<file path="src/rtl/core/header_value_extractor_top_assert.svh">
// ---------------------------------------------------------------------------
// header value extractor assertion macros
// property wrappers on clock and reset, empty in synthesis builds
// ---------------------------------------------------------------------------
`ifndef HEADER_VALUE_EXTRACTOR_TOP_ASSERT_SVH
`define HEADER_VALUE_EXTRACTOR_TOP_ASSERT_SVH
`ifndef SYNTHESIS
// same-cycle implication
`define HVE_ASSERT_IMP(name, ante, cons) \
   name: assert property (@(posedge clock) disable iff (reset) (ante) |-> (cons)) \
      else $error("hve assertion failed");
// next-cycle implication
`define HVE_ASSERT_NXT(name, ante, cons) \
   name: assert property (@(posedge clock) disable iff (reset) (ante) |=> (cons)) \
      else $error("hve assertion failed");
`else
`define HVE_ASSERT_IMP(name, ante, cons)
`define HVE_ASSERT_NXT(name, ante, cons)
`endif
`endif

</file>
<file path="src/rtl/core/hve_pkg.sv">
// ---------------------------------------------------------------------------
// hve_pkg
// shared widths, character codes, mode codes and state types
// ---------------------------------------------------------------------------
`default_nettype none
package hve_pkg;
   localparam int DATA_W  = 8;
   localparam int MODE_W  = 2;
   localparam int SLOT_W  = 3;
   localparam int INDEX_W = 5;
   localparam int COUNT_W = 4;
   localparam int LEN_W   = 6;
   localparam int PROG_W  = 5;

   localparam logic [DATA_W-1:0] CH_COLON = 8'h3A;
   localparam logic [DATA_W-1:0] CH_SPACE = 8'h20;
   localparam logic [DATA_W-1:0] CH_CR    = 8'h0D;
   localparam logic [DATA_W-1:0] CH_LF    = 8'h0A;

   localparam logic [MODE_W-1:0] MODE_LOAD = 2'd0;
   localparam logic [MODE_W-1:0] MODE_BYTE = 2'd1;
   localparam logic [MODE_W-1:0] MODE_END  = 2'd2;

   localparam logic [COUNT_W-1:0] COUNT_MAX = 4'd15;

   typedef enum logic [1:0] {
      PH_SCAN  = 2'd0,
      PH_COLON = 2'd1,
      PH_SPACE = 2'd2,
      PH_VALUE = 2'd3
   } phase_type;

   typedef enum logic [1:0] {
      ST_IDLE = 2'd0,
      ST_EXEC = 2'd1,
      ST_SCAN = 2'd2
   } fsm_type;
endpackage
`default_nettype wire

</file>
<file path="src/rtl/core/hve_req_if.sv">
// ---------------------------------------------------------------------------
// hve_req_if
// request channel: key loads, message bytes and end of buffer
// ---------------------------------------------------------------------------
`default_nettype none
interface hve_req_if;
   import hve_pkg::*;
   logic                  valid;
   logic                  ready;
   logic [MODE_W-1:0]     mode;
   logic [DATA_W-1:0]     data_byte;
   logic [DATA_W-1:0]     key_char;
   logic [SLOT_W-1:0]     key_slot;
   logic [INDEX_W-1:0]    char_index;
   logic                  char_last;

   modport source (output valid, mode, data_byte, key_char, key_slot, char_index,
                   char_last, input ready);
   modport sink   (input valid, mode, data_byte, key_char, key_slot, char_index,
                   char_last, output ready);
endinterface
`default_nettype wire

</file>
<file path="src/rtl/core/hve_rsp_if.sv">
// ---------------------------------------------------------------------------
// hve_rsp_if
// response channel: value bytes and end markers
// ---------------------------------------------------------------------------
`default_nettype none
interface hve_rsp_if;
   import hve_pkg::*;
   logic                  valid;
   logic                  ready;
   logic [SLOT_W-1:0]     slot_found;
   logic [DATA_W-1:0]     value_byte;
   logic                  byte_valid;
   logic                  value_end;
   logic                  no_separator;
   logic [COUNT_W-1:0]    found_count;

   modport source (output valid, slot_found, value_byte, byte_valid, value_end,
                   no_separator, found_count, input ready);
   modport sink   (input valid, slot_found, value_byte, byte_valid, value_end,
                   no_separator, found_count, output ready);
endinterface
`default_nettype wire

</file>
<file path="src/rtl/core/hve_key_ram.sv">
// ---------------------------------------------------------------------------
// hve_key_ram
// key text store, one write port and two registered read ports
// ---------------------------------------------------------------------------
`default_nettype none
module hve_key_ram #(
   parameter int AW = 8
) (
   input  wire logic                      clock,
   input  wire logic                      wr_en,
   input  wire logic [AW-1:0]             wr_addr,
   input  wire logic [hve_pkg::DATA_W-1:0] wr_data,
   input  wire logic [AW-1:0]             rd_addr_a,
   input  wire logic [AW-1:0]             rd_addr_b,
   output logic      [hve_pkg::DATA_W-1:0] rd_data_a,
   output logic      [hve_pkg::DATA_W-1:0] rd_data_b
);
   import hve_pkg::*;

   logic [DATA_W-1:0] mem [2**AW];

   always_ff @(posedge clock) begin
      if (wr_en) begin
         mem[wr_addr] <= wr_data;
      end
   end

   always_ff @(posedge clock) begin
      rd_data_a <= mem[rd_addr_a];
      rd_data_b <= mem[rd_addr_b];
   end
endmodule
`default_nettype wire

</file>
<file path="src/rtl/core/header_value_extractor_top.sv">
// ---------------------------------------------------------------------------
// header value extractor
// finds loaded key names in a byte stream and streams out their values
// ---------------------------------------------------------------------------
// usage:
//   req_chan carries one word per item: a key character load (mode 0), a
//   message byte (mode 1) or an end of buffer marker (mode 2).
//   rsp_chan returns at most one word per item: a value byte, an end marker
//   or a flagged empty word when a key lacks its colon and space.
//   csr_* writes keys_in_use; write it only while the block is idle.
// sequencing:
//   every item is accepted in the idle state and then handled in the
//   execute state, which writes any response word to the output register.
//   a scanned message byte then runs the scan over n = min(keys_in_use,
//   MAX_KEYS) slots: one key text read pair per slot through the two read
//   ports of the key memory, pipelined one slot per cycle through the issue
//   and eval stages, then the eval stage drains; a key found stops the scan.
//   a new item is accepted only once the last has left execute and scan.
// reset:
//   clears phase, counts, key lengths, progress and reported marks; key
//   text is not cleared and has no meaning until loaded, no clearing pass.
// stall:
//   the output register holds its word while rsp_chan.ready is low; the
//   next item is still accepted and runs until it needs the register.
// ---------------------------------------------------------------------------
`default_nettype none
`include "header_value_extractor_top_assert.svh"
module header_value_extractor_top #(
   parameter int MAX_KEYS    = 8,
   parameter int MAX_KEY_LEN = 32
) (
   input  wire logic                        clock,
   input  wire logic                        reset,
   hve_req_if.sink                          req_chan,
   hve_rsp_if.source                        rsp_chan,
   input  wire logic                        csr_valid,
   output logic                             csr_ready,
   input  wire logic [hve_pkg::COUNT_W-1:0] csr_data
);
   import hve_pkg::*;

   // slot index, key character index, slot counter and compare widths
   localparam int SW = (MAX_KEYS > 1) ? $clog2(MAX_KEYS) : 1;
   localparam int LW = $clog2(MAX_KEY_LEN);
   localparam int CW = $clog2(MAX_KEYS + 1);
   localparam int NW = (CW > COUNT_W) ? CW : COUNT_W;
   localparam int AW = SW + LW;

   // control state
   fsm_type              state_ff, state_in;
   phase_type            phase_ff, phase_in;
   logic [SW-1:0]        active_ff, active_in;
   logic                 after_cr_ff, after_cr_in;
   logic [COUNT_W-1:0]   total_ff, total_in;
   logic [COUNT_W-1:0]   kiu_ff;

   // accepted word
   logic [MODE_W-1:0]    mode_ff;
   logic [DATA_W-1:0]    byte_ff;
   logic [DATA_W-1:0]    kchar_ff;
   logic [SLOT_W-1:0]    kslot_ff;
   logic [INDEX_W-1:0]   kidx_ff;
   logic                 klast_ff;

   // per slot state
   logic [LEN_W-1:0]     len_ff  [MAX_KEYS];
   logic [PROG_W-1:0]    prog_ff [MAX_KEYS];
   logic                 rep_ff  [MAX_KEYS];

   // scan pipeline: issue stage reads key text, eval stage compares
   logic [CW-1:0]        iss_ff, iss_in;
   logic                 eval_vld_ff, eval_vld_in;
   logic [SW-1:0]        eval_slot_ff, eval_slot_in;
   logic [PROG_W-1:0]    eval_prog_ff, eval_prog_in;

   // output register
   logic                 rsp_valid_ff;
   logic [SLOT_W-1:0]    rsp_slot_ff;
   logic [DATA_W-1:0]    rsp_byte_ff;
   logic                 rsp_bvld_ff;
   logic                 rsp_end_ff;
   logic                 rsp_nosep_ff;
   logic [COUNT_W-1:0]   rsp_count_ff;

   logic                 req_fire;
   logic                 out_free;

   // execute stage proposals
   logic                 ex_res_vld;
   logic [DATA_W-1:0]    ex_res_byte;
   logic                 ex_res_bvld;
   logic                 ex_res_end;
   logic                 ex_res_nosep;
   phase_type            ex_phase;
   logic                 ex_after_cr;
   logic                 ex_go_scan;
   logic                 ex_clear;
   logic                 ex_load;
   logic                 exec_fire;

   // load addressing
   logic [SW+SLOT_W-1:0] ld_slot_ext;
   logic [SW-1:0]        ld_slot;
   logic [LW+INDEX_W-1:0] ld_idx_ext;
   logic [LW-1:0]        ld_idx;
   logic                 ld_ok;

   // scan signals
   logic [NW-1:0]        n_eff;
   logic [SW-1:0]        iss_slot;
   logic [PROG_W-1:0]    iss_p0;
   logic [LW+PROG_W-1:0] iss_p_ext;
   logic                 iss_more;
   logic                 issue_en;
   logic [LEN_W-1:0]     ev_len;
   logic                 ev_skip;
   logic [LEN_W-1:0]     ev_p1;
   logic                 scan_hit;
   logic                 scan_done;
   logic                 ev_wr;
   logic [DATA_W-1:0]    txt_p;
   logic [DATA_W-1:0]    txt_0;
   logic [AW-1:0]        rd_addr_a;
   logic [AW-1:0]        rd_addr_b;
   logic [SW+SLOT_W-1:0] act_ext;

   assign req_fire  = req_chan.valid && req_chan.ready;
   assign out_free  = !rsp_valid_ff || rsp_chan.ready;
   assign csr_ready = 1'b1;

   // keys_in_use register
   always_ff @(posedge clock) begin
      if (reset) begin
         kiu_ff <= '0;
      end else if (csr_valid) begin
         kiu_ff <= csr_data;
      end
   end

   // hold the accepted word for the execute and scan steps
   always_ff @(posedge clock) begin
      if (req_fire) begin
         mode_ff  <= req_chan.mode;
         byte_ff  <= req_chan.data_byte;
         kchar_ff <= req_chan.key_char;
         kslot_ff <= req_chan.key_slot;
         kidx_ff  <= req_chan.char_index;
         klast_ff <= req_chan.char_last;
      end
   end

   // load address, out of range loads are dropped
   assign ld_slot_ext = {{SW{1'b0}}, kslot_ff};
   assign ld_slot     = ld_slot_ext[SW-1:0];
   assign ld_idx_ext  = {{LW{1'b0}}, kidx_ff};
   assign ld_idx      = ld_idx_ext[LW-1:0];
   assign ld_ok       = (32'(kslot_ff) < MAX_KEYS) && (32'(kidx_ff) < MAX_KEY_LEN);

   // execute step: everything except the key scan
   always_comb begin
      ex_res_vld   = 1'b0;
      ex_res_byte  = '0;
      ex_res_bvld  = 1'b0;
      ex_res_end   = 1'b0;
      ex_res_nosep = 1'b0;
      ex_phase     = phase_ff;
      ex_after_cr  = after_cr_ff;
      ex_go_scan   = 1'b0;
      ex_clear     = 1'b0;
      ex_load      = 1'b0;
      unique case (mode_ff)
         MODE_LOAD: begin
            ex_load = ld_ok;
         end
         MODE_BYTE: begin
            unique case (phase_ff)
               PH_SCAN: begin
                  ex_go_scan = 1'b1;
               end
               PH_COLON: begin
                  if (byte_ff == CH_COLON) begin
                     ex_phase = PH_SPACE;
                  end else begin
                     // missing separator, flag and rescan this byte
                     ex_res_vld   = 1'b1;
                     ex_res_end   = 1'b1;
                     ex_res_nosep = 1'b1;
                     ex_phase     = PH_SCAN;
                     ex_go_scan   = 1'b1;
                  end
               end
               PH_SPACE: begin
                  if (byte_ff == CH_SPACE) begin
                     ex_phase    = PH_VALUE;
                     ex_after_cr = 1'b0;
                  end else begin
                     ex_res_vld   = 1'b1;
                     ex_res_end   = 1'b1;
                     ex_res_nosep = 1'b1;
                     ex_phase     = PH_SCAN;
                     ex_go_scan   = 1'b1;
                  end
               end
               PH_VALUE: begin
                  if (after_cr_ff) begin
                     // lf closes the value, anything else after cr is dropped
                     ex_after_cr = 1'b0;
                     if (byte_ff == CH_LF) begin
                        ex_res_vld = 1'b1;
                        ex_res_end = 1'b1;
                        ex_phase   = PH_SCAN;
                     end
                  end else if (byte_ff == CH_CR) begin
                     ex_after_cr = 1'b1;
                  end else begin
                     ex_res_vld  = 1'b1;
                     ex_res_byte = byte_ff;
                     ex_res_bvld = 1'b1;
                  end
               end
               default: begin
                  ex_phase = PH_SCAN;
               end
            endcase
         end
         MODE_END: begin
            // close an open value or a pending separator, then clear the buffer
            if (phase_ff == PH_VALUE) begin
               ex_res_vld = 1'b1;
               ex_res_end = 1'b1;
            end else if (phase_ff == PH_COLON || phase_ff == PH_SPACE) begin
               ex_res_vld   = 1'b1;
               ex_res_end   = 1'b1;
               ex_res_nosep = 1'b1;
            end
            ex_clear    = 1'b1;
            ex_after_cr = 1'b0;
            ex_phase    = PH_SCAN;
         end
         default: begin
         end
      endcase
   end

   // execute waits only when it has a word and the output register is busy
   assign exec_fire = (state_ff == ST_EXEC) && (!ex_res_vld || out_free);

   // number of slots that take part, saturated to MAX_KEYS
   always_comb begin
      n_eff = NW'(kiu_ff);
      if (n_eff > NW'(MAX_KEYS)) begin
         n_eff = NW'(MAX_KEYS);
      end
   end

   // issue stage: start point for this slot, restart when at or beyond the length
   assign iss_slot  = iss_ff[SW-1:0];
   assign iss_more  = NW'(iss_ff) < n_eff;
   assign iss_p0    = ({1'b0, prog_ff[iss_slot]} >= len_ff[iss_slot]) ? '0 :
                      prog_ff[iss_slot];
   assign iss_p_ext = {{LW{1'b0}}, iss_p0};
   assign rd_addr_a = {iss_slot, iss_p_ext[LW-1:0]};
   assign rd_addr_b = {iss_slot, {LW{1'b0}}};

   // eval stage: naive match with retest against the first character
   assign ev_len  = len_ff[eval_slot_ff];
   assign ev_skip = rep_ff[eval_slot_ff] || (ev_len == '0);
   always_comb begin
      if (byte_ff == txt_p) begin
         ev_p1 = {1'b0, eval_prog_ff} + LEN_W'(1);
      end else if (byte_ff == txt_0) begin
         ev_p1 = LEN_W'(1);
      end else begin
         ev_p1 = '0;
      end
   end
   assign ev_wr     = (state_ff == ST_SCAN) && eval_vld_ff && !ev_skip;
   assign scan_hit  = ev_wr && (ev_p1 >= ev_len);
   assign scan_done = (state_ff == ST_SCAN) && !eval_vld_ff && !iss_more;

   // next state
   always_comb begin
      state_in = state_ff;
      unique case (state_ff)
         ST_IDLE: begin
            if (req_fire) begin
               state_in = ST_EXEC;
            end
         end
         ST_EXEC: begin
            if (exec_fire) begin
               state_in = ex_go_scan ? ST_SCAN : ST_IDLE;
            end
         end
         ST_SCAN: begin
            if (scan_hit || scan_done) begin
               state_in = ST_IDLE;
            end
         end
         default: begin
            state_in = ST_IDLE;
         end
      endcase
   end

   // state outputs: handshake and scan pipeline control
   always_comb begin
      req_chan.ready = 1'b0;
      issue_en       = 1'b0;
      unique case (state_ff)
         ST_IDLE: begin
            req_chan.ready = 1'b1;
         end
         ST_EXEC: begin
         end
         ST_SCAN: begin
            issue_en = !scan_hit && iss_more;
         end
         default: begin
         end
      endcase
   end

   always_comb begin
      iss_in       = iss_ff;
      eval_vld_in  = 1'b0;
      eval_slot_in = eval_slot_ff;
      eval_prog_in = eval_prog_ff;
      if (state_ff != ST_SCAN) begin
         iss_in = '0;
      end else if (issue_en) begin
         iss_in       = iss_ff + CW'(1);
         eval_vld_in  = 1'b1;
         eval_slot_in = iss_slot;
         eval_prog_in = iss_p0;
      end
   end

   // buffer level state
   always_comb begin
      phase_in    = phase_ff;
      after_cr_in = after_cr_ff;
      active_in   = active_ff;
      total_in    = total_ff;
      if (exec_fire) begin
         phase_in    = ex_phase;
         after_cr_in = ex_after_cr;
         if (ex_clear) begin
            total_in = '0;
         end
      end else if (scan_hit) begin
         // key found: count it now and wait for the separator
         phase_in  = PH_COLON;
         active_in = eval_slot_ff;
         if (total_ff != COUNT_MAX) begin
            total_in = total_ff + COUNT_W'(1);
         end
      end
   end

   always_ff @(posedge clock) begin
      if (reset) begin
         state_ff    <= ST_IDLE;
         phase_ff    <= PH_SCAN;
         after_cr_ff <= 1'b0;
         active_ff   <= '0;
         total_ff    <= '0;
         iss_ff      <= '0;
         eval_vld_ff <= 1'b0;
      end else begin
         state_ff    <= state_in;
         phase_ff    <= phase_in;
         after_cr_ff <= after_cr_in;
         active_ff   <= active_in;
         total_ff    <= total_in;
         iss_ff      <= iss_in;
         eval_vld_ff <= eval_vld_in;
      end
   end

   always_ff @(posedge clock) begin
      eval_slot_ff <= eval_slot_in;
      eval_prog_ff <= eval_prog_in;
   end

   // per slot length, progress and reported marks
   always_ff @(posedge clock) begin
      if (reset) begin
         for (int i = 0; i < MAX_KEYS; i++) begin
            len_ff[i]  <= '0;
            prog_ff[i] <= '0;
            rep_ff[i]  <= 1'b0;
         end
      end else begin
         if (exec_fire && ex_clear) begin
            for (int i = 0; i < MAX_KEYS; i++) begin
               prog_ff[i] <= '0;
               rep_ff[i]  <= 1'b0;
            end
         end
         if (exec_fire && ex_load) begin
            prog_ff[ld_slot] <= '0;
            if (klast_ff) begin
               len_ff[ld_slot] <= {1'b0, kidx_ff} + LEN_W'(1);
            end
         end
         if (ev_wr) begin
            prog_ff[eval_slot_ff] <= scan_hit ? '0 : ev_p1[PROG_W-1:0];
            if (scan_hit) begin
               rep_ff[eval_slot_ff] <= 1'b1;
            end
         end
      end
   end

   hve_key_ram #(
      .AW (AW)
   ) u_key_ram (
      .clock     (clock),
      .wr_en     (exec_fire && ex_load),
      .wr_addr   ({ld_slot, ld_idx}),
      .wr_data   (kchar_ff),
      .rd_addr_a (rd_addr_a),
      .rd_addr_b (rd_addr_b),
      .rd_data_a (txt_p),
      .rd_data_b (txt_0)
   );

   // output register, word carries the slot and count at emit time
   assign act_ext = {{SLOT_W{1'b0}}, active_ff};

   always_ff @(posedge clock) begin
      if (reset) begin
         rsp_valid_ff <= 1'b0;
      end else if (exec_fire && ex_res_vld) begin
         rsp_valid_ff <= 1'b1;
      end else if (rsp_chan.ready) begin
         rsp_valid_ff <= 1'b0;
      end
   end

   always_ff @(posedge clock) begin
      if (exec_fire && ex_res_vld) begin
         rsp_slot_ff  <= act_ext[SLOT_W-1:0];
         rsp_byte_ff  <= ex_res_byte;
         rsp_bvld_ff  <= ex_res_bvld;
         rsp_end_ff   <= ex_res_end;
         rsp_nosep_ff <= ex_res_nosep;
         rsp_count_ff <= total_ff;
      end
   end

   assign rsp_chan.valid        = rsp_valid_ff;
   assign rsp_chan.slot_found   = rsp_slot_ff;
   assign rsp_chan.value_byte   = rsp_byte_ff;
   assign rsp_chan.byte_valid   = rsp_bvld_ff;
   assign rsp_chan.value_end    = rsp_end_ff;
   assign rsp_chan.no_separator = rsp_nosep_ff;
   assign rsp_chan.found_count  = rsp_count_ff;

   // checks
   `HVE_ASSERT_IMP(a_eval_only_in_scan, eval_vld_ff, state_ff == ST_SCAN)
   `HVE_ASSERT_IMP(a_scan_phase, state_ff == ST_SCAN, phase_ff == PH_SCAN)
   `HVE_ASSERT_NXT(a_hit_to_colon, scan_hit, phase_ff == PH_COLON && state_ff == ST_IDLE)
   `HVE_ASSERT_NXT(a_emit_loads_out, exec_fire && ex_res_vld, rsp_valid_ff)
endmodule
`default_nettype wire
</file>
<file path="src/flat_wrapper.sv">
// flat-port wrapper written by rule: the top's interface ports become plain ports
module header_value_extractor_top_flat import hve_pkg::*;
#(
   parameter int MAX_KEYS    = 8,
   parameter int MAX_KEY_LEN = 32
)
  (clock, reset, csr_valid, csr_ready, csr_data, req_chan_valid, req_chan_mode, req_chan_data_byte, req_chan_key_char, req_chan_key_slot, req_chan_char_index, req_chan_char_last, req_chan_ready, rsp_chan_valid, rsp_chan_slot_found, rsp_chan_value_byte, rsp_chan_byte_valid, rsp_chan_value_end, rsp_chan_no_separator, rsp_chan_found_count, rsp_chan_ready);
  hve_req_if req_chan_i ();
  hve_rsp_if rsp_chan_i ();
  input  wire logic clock;
  input  wire logic reset;
  input  wire logic csr_valid;
  output logic csr_ready;
  input  wire logic [hve_pkg::COUNT_W-1:0] csr_data;
  input wire logic [$bits(req_chan_i.valid)-1:0] req_chan_valid;
  input wire logic [$bits(req_chan_i.mode)-1:0] req_chan_mode;
  input wire logic [$bits(req_chan_i.data_byte)-1:0] req_chan_data_byte;
  input wire logic [$bits(req_chan_i.key_char)-1:0] req_chan_key_char;
  input wire logic [$bits(req_chan_i.key_slot)-1:0] req_chan_key_slot;
  input wire logic [$bits(req_chan_i.char_index)-1:0] req_chan_char_index;
  input wire logic [$bits(req_chan_i.char_last)-1:0] req_chan_char_last;
  output wire logic [$bits(req_chan_i.ready)-1:0] req_chan_ready;
  output wire logic [$bits(rsp_chan_i.valid)-1:0] rsp_chan_valid;
  output wire logic [$bits(rsp_chan_i.slot_found)-1:0] rsp_chan_slot_found;
  output wire logic [$bits(rsp_chan_i.value_byte)-1:0] rsp_chan_value_byte;
  output wire logic [$bits(rsp_chan_i.byte_valid)-1:0] rsp_chan_byte_valid;
  output wire logic [$bits(rsp_chan_i.value_end)-1:0] rsp_chan_value_end;
  output wire logic [$bits(rsp_chan_i.no_separator)-1:0] rsp_chan_no_separator;
  output wire logic [$bits(rsp_chan_i.found_count)-1:0] rsp_chan_found_count;
  input wire logic [$bits(rsp_chan_i.ready)-1:0] rsp_chan_ready;
  assign req_chan_i.valid = req_chan_valid;
  assign req_chan_i.mode = req_chan_mode;
  assign req_chan_i.data_byte = req_chan_data_byte;
  assign req_chan_i.key_char = req_chan_key_char;
  assign req_chan_i.key_slot = req_chan_key_slot;
  assign req_chan_i.char_index = req_chan_char_index;
  assign req_chan_i.char_last = req_chan_char_last;
  assign req_chan_ready = req_chan_i.ready;
  assign rsp_chan_valid = rsp_chan_i.valid;
  assign rsp_chan_slot_found = rsp_chan_i.slot_found;
  assign rsp_chan_value_byte = rsp_chan_i.value_byte;
  assign rsp_chan_byte_valid = rsp_chan_i.byte_valid;
  assign rsp_chan_value_end = rsp_chan_i.value_end;
  assign rsp_chan_no_separator = rsp_chan_i.no_separator;
  assign rsp_chan_found_count = rsp_chan_i.found_count;
  assign rsp_chan_i.ready = rsp_chan_ready;
  header_value_extractor_top #(.MAX_KEYS(MAX_KEYS), .MAX_KEY_LEN(MAX_KEY_LEN)) u_core (.clock(clock), .reset(reset), .req_chan(req_chan_i), .rsp_chan(rsp_chan_i), .csr_valid(csr_valid), .csr_ready(csr_ready), .csr_data(csr_data));
endmodule
</file>
<file path="config.mk">
export PLATFORM = sky130hd
export DESIGN_NAME = header_value_extractor_top_flat
export DESIGN_NICKNAME = d
export VERILOG_FILES = /design/src/rtl/core/hve_pkg.sv /design/src/rtl/core/hve_req_if.sv /design/src/rtl/core/hve_rsp_if.sv /design/src/rtl/core/hve_key_ram.sv /design/src/rtl/core/header_value_extractor_top.sv /design/src/flat_wrapper.sv
export VERILOG_INCLUDE_DIRS = /design/src /design/src/rtl/core
export SDC_FILE = /design/constraint.sdc
export NUM_CORES = 2
export LEC_CHECK = 0
export ABC_CLOCK_PERIOD_IN_PS = 4900
export BUFFER_PORTS_ARGS = -buffer_cell sky130_fd_sc_hd__buf_2
export CAP_MARGIN = 20
export CELL_PAD_IN_SITES_DETAIL_PLACEMENT = 1
export CELL_PAD_IN_SITES_GLOBAL_PLACEMENT = 1
export CORE_MARGIN = 1.5
export CORE_UTILIZATION = 23
export CTS_BUF_LIST = sky130_fd_sc_hd__clkbuf_8 sky130_fd_sc_hd__clkbuf_16
export DETAILED_ROUTE_END_ITERATION = 12
export HOLD_SLACK_MARGIN = 0.05
export PLACE_DENSITY = 0.38
export SLEW_MARGIN = 20
export SYNTH_ARGS = -nofsm -noshare
export SYNTH_HDL_FRONTEND = slang
export SYNTH_SLANG_ARGS = --single-unit
export TNS_END_PERCENT = 20
</file>
<file path="constraint.sdc">
create_clock -name clock -period 4.9 [get_ports clock]
set_input_delay 0.49 -clock clock [delete_from_list [all_inputs] [get_ports clock]]
set_output_delay 0.49 -clock clock [all_outputs]
set_load 0.05 [all_outputs]
</file>
==> metrics.txt <==
Placed Area 0.106 sq mm; GR Overflow Total 0; DR iter-0 viols between 6000 and 7000; Worst setup endpoint u_core.u_key_ram.rd_data_a[4]; Syn Area/Cell about 14 sq um; drt drc 0; slowest CP cell mux4_4; top cell type's share of synthesized area 72.8%; fin area around 0.12 sq mm; status completed; crit path DAT 5690 ps; die width 630 microns; cell accounting for the most synthesized area edfxtp_1; fin crit share 99.8%; Die Ht 630 microns; I/O pin total 57; FF-to-FF End u_core.u_key_ram.rd_data_a[4]; CTS Buffer Depth 4; Synthesis Warnings 0; Sum Neg Setup Slack 0 ps; Leak 41.0 nW; clock skew 59.1 ps; fill cell count 41100; die area ~0.40 sq mm; initial antenna violation count 31; Highest Clock Rate 0.205 GHz; Cells after Synth approximately 6400; clock transition at the registers of the reported paths 60 ps; CTS Buf Count 280; largest cells by area after synthesis edfxtp_1, nand2_1, mux2i_1, nor2_1, a21oi_1; dpl hpwl between 200000 and 300000 microns; Post-synth EDFFs 2189; DP Cell Count 12400; clock share of power between 40% and 50%; CTS tree built; Mapped Area 0.0903 sq mm; Period minus WS final about 4900 ps; Worst Path Class, Setup flop to flop; unrepaired setup endpoints after global routing yes; max cap viols 0; CP required 5710 ps; vias 63400; switching share of power 25.0%; M3 GR Usage 2.89%; Worst Slack Setup Final 11.4 ps; register area share after synthesis between 70% and 80%; Final Net Count 7635; reg2reg setup slack around 11 ps; Synthesized Nets 6427; grt met2 use a little over a third; Worst Reg-to-Reg Cells 19; GP Congestion 0.850; Via density 4.89; ys async rst share 0%; Distinct cells, synth 96; core area approximately 0.39 sq mm; Routed wire per std cell between 30 and 40 microns; Area growth, synth to finish 31.1%; final total power 45.4 mW; Worst-Margin Slew 1370 ps; CP startpoint kind flop; antenna-violating nets left 0; vias in the first global route 64800; Top FF cell, synth edfxtp_1; CTS root buffer clkbuf_16; Max Fanout on Critical Path 7; worst-case hold slack 256 ps; largest net degree at the start of global routing approximately 150; Slew Viols, Final 0; clock latency on the worst-skew pair 940 ps; VDD IR max 0.239 mV; combinational share of power 8.6%; pre-CTS setup slack -1270 ps; Hold WC Path Type input port to flop; post-synthesis register bit count between 2000 and 2500; part of the power in registers a little under half; Final Hold Fails 0; overall routing resource usage 21.6%; CP peak stage delay 710 ps; clock sinks 2241; Net Sw Power 11.3 mW; share of layout cells above drive strength 1 26.0%; Pint 34.1 mW; PwrDens about 380 mW/mm^2; row count approximately 230; Slew headroom 8.42%; met1 Use GR 30.2%; first-pass GRT wire length 593000 microns; worst path cell trace mux2_4, mux4_4, inv_16, ha_4, nor3b_2, o21ba_4, buf_12, o31ai_4, buf_6, buf_12, buf_16, buf_4, mux2i_1, o32ai_1, nor4_1, nor3_2, o311ai_1, buf_4, o32ai_2; total wire length 442000 microns; CP endpoint kind flop; drt pass-1 iters 5; Final setup viols 0; grt peak-use layer met2; Port Buffers 55; # H-tree levels 5; initial core utilization a little under a quarter; Post-Route Utilization 30.4%; Post-Layout Cell Count 13000
==> cells by family (layout without fill, tap and decap cells) <==
family | count (synthesis) | after routing | share of synthesized area (%)
buf+inv | 434 | 1852 | 2.35
flops | 2241 | 2241 | 73.9
other cells | 1 | 6 | 0.00415
simple gates | 2159 | 2160 | 10.0
fa+ha+maj | 29 | 29 | 0.402
compound gates | 1135 | 1135 | 8.44
xor+xnor | 27 | 27 | 0.262
mux | 336 | 336 | 4.58
==> state kept, by name (all words and copies together), names as in the netlist, 2 cells and up, named ones only <==
signal                       count
u_core.iss_ff                    4
u_core.kiu_ff                    4
u_core.total_ff                  4
u_core.u_key_ram.mem          2048
u_core.u_key_ram.rd_data_b       8
u_core.active_ff                 3
u_core.rep_ff                    8
u_core.prog_ff                  40
u_core.kchar_ff                  8
u_core.kslot_ff                  3
u_core.len_ff                   48
u_core.mode_ff                   2
u_core.u_key_ram.rd_data_a       8
u_core.eval_prog_ff              5
u_core.rsp_chan.slot_found       3
u_core.state_ff                  2
u_core.byte_ff                   8
u_core.phase_ff                  2
u_core.rsp_chan.value_byte       8
u_core.eval_slot_ff              3
u_core.rsp_chan.found_count      4
u_core.kidx_ff                   5
==> power groups by stage <==
stage                     logic [mW]  clock network, mW  registers, mW
final                           3.91               20.2           21.3
after floorplan                 1.17                  0           21.8
after CTS                       3.78               20.7           21.2
after detailed placement        3.54                  0           21.6
after global placement          3.53                  0           21.6
after global routing            4.04               21.3           21.2
==> cells in the final DEF, fill, tap and decap left out, types with 20 or more instances in the layout <==
| cell type | n |
|---|---|
| edfxtp_1 | 2189 |
| nand2_1 | 1097 |
| buf_4 | 980 |
| nor2_1 | 505 |
| clkbuf_16 | 300 |
| a21oi_1 | 294 |
| mux2i_1 | 249 |
| nand3_1 | 195 |
| buf_12 | 167 |
| o21ai_0 | 141 |
| nor3_1 | 112 |
| a31oi_1 | 95 |
| inv_1 | 91 |
| o22ai_1 | 80 |
| mux4_2 | 57 |
| buf_2 | 55 |
| buf_6 | 53 |
| clkinv_1 | 50 |
| and3_1 | 47 |
| dfxtp_1 | 47 |
| a221oi_1 | 42 |
| clkinv_2 | 42 |
| o221ai_1 | 40 |
| dlygate4sd3_1 | 38 |
| nor4_1 | 34 |
| o21ai_1 | 30 |
| ha_1 | 26 |
| a211oi_1 | 23 |
| nor3_2 | 22 |
| a22oi_1 | 22 |
| xor2_1 | 21 |
| a221o_1 | 20 |
==> cell usage after synthesis, types with 27 or more instances <==
| cell type | number |
|---|---|
| a221oi_1 | 56 |
| ha_1 | 29 |
| buf_2 | 155 |
| nor4_1 | 54 |
| a311oi_1 | 32 |
| o22ai_1 | 93 |
| a21oi_1 | 320 |
| nand3_1 | 201 |
| a31oi_1 | 100 |
| and3_1 | 47 |
| buf_4 | 48 |
| buf_1 | 32 |
| edfxtp_1 | 2189 |
| a22oi_1 | 27 |
| dfxtp_1 | 52 |
| mux4_2 | 59 |
| o21ai_0 | 164 |
| clkbuf_1 | 152 |
| mux2i_1 | 256 |
| nand2_1 | 1106 |
| nor2_1 | 516 |
| nor3_1 | 139 |
| o221ai_1 | 47 |
| a211oi_1 | 36 |
==> critical path: cells and delay by family (launching register included) <==
family	cells	cell delay, ps
multiplexers	3	1220
buffers and inverters	7	1060
AO/OA/AOI/OAI	5	950
AND/OR/NAND/NOR	3	860
flip-flops	1	450
adder cells (fa/ha/maj)	1	190
==> final cells by class <==
type,instances,area (sq um),area share (%)
tap,5197,6500,5.49
multi-input combinational,3688,23500,19.8
inverter,32,193,0.163
timing repair buffer,1327,12700,10.7
clock buffer,294,7330,6.19
sequential,2241,66800,56.4
antenna,5,12.5,0.0106
clock inverter,199,1410,1.19
==> layer usage <==
layer | part of all wire, % | wire (microns)
met5 | 0.011 | 50
met4 | 3.1 | 13600
met1 | 45 | 201000
met2 | 46 | 205000
met3 | 5.0 | 22200
==> worst min-delay path by stage <==
stage                   startpoint                             to  depth (start not counted)
2_1_floorplan  u_core.active_ff[0]  u_core.rsp_chan.slot_found[0]                          0
3_3_place_gp   u_core.active_ff[0]  u_core.rsp_chan.slot_found[0]                          0
3_5_place_dp   u_core.active_ff[0]  u_core.rsp_chan.slot_found[0]                          0
4_1_cts                      reset             u_core.after_cr_ff                          3
5_1_grt                      reset               u_core.kiu_ff[3]                          3
6_report                     reset               u_core.kiu_ff[2]                          3
==> what timing repair did <==
action	in CTS	in global routing
cloned	5	9
resized for setup	262	186
hold endpoints to repair	33	0
hold buffers	38	0
setup buffers	43	41
setup endpoints to repair	8	8
pin swaps	48	64
(Power assumes the default switching activity.)
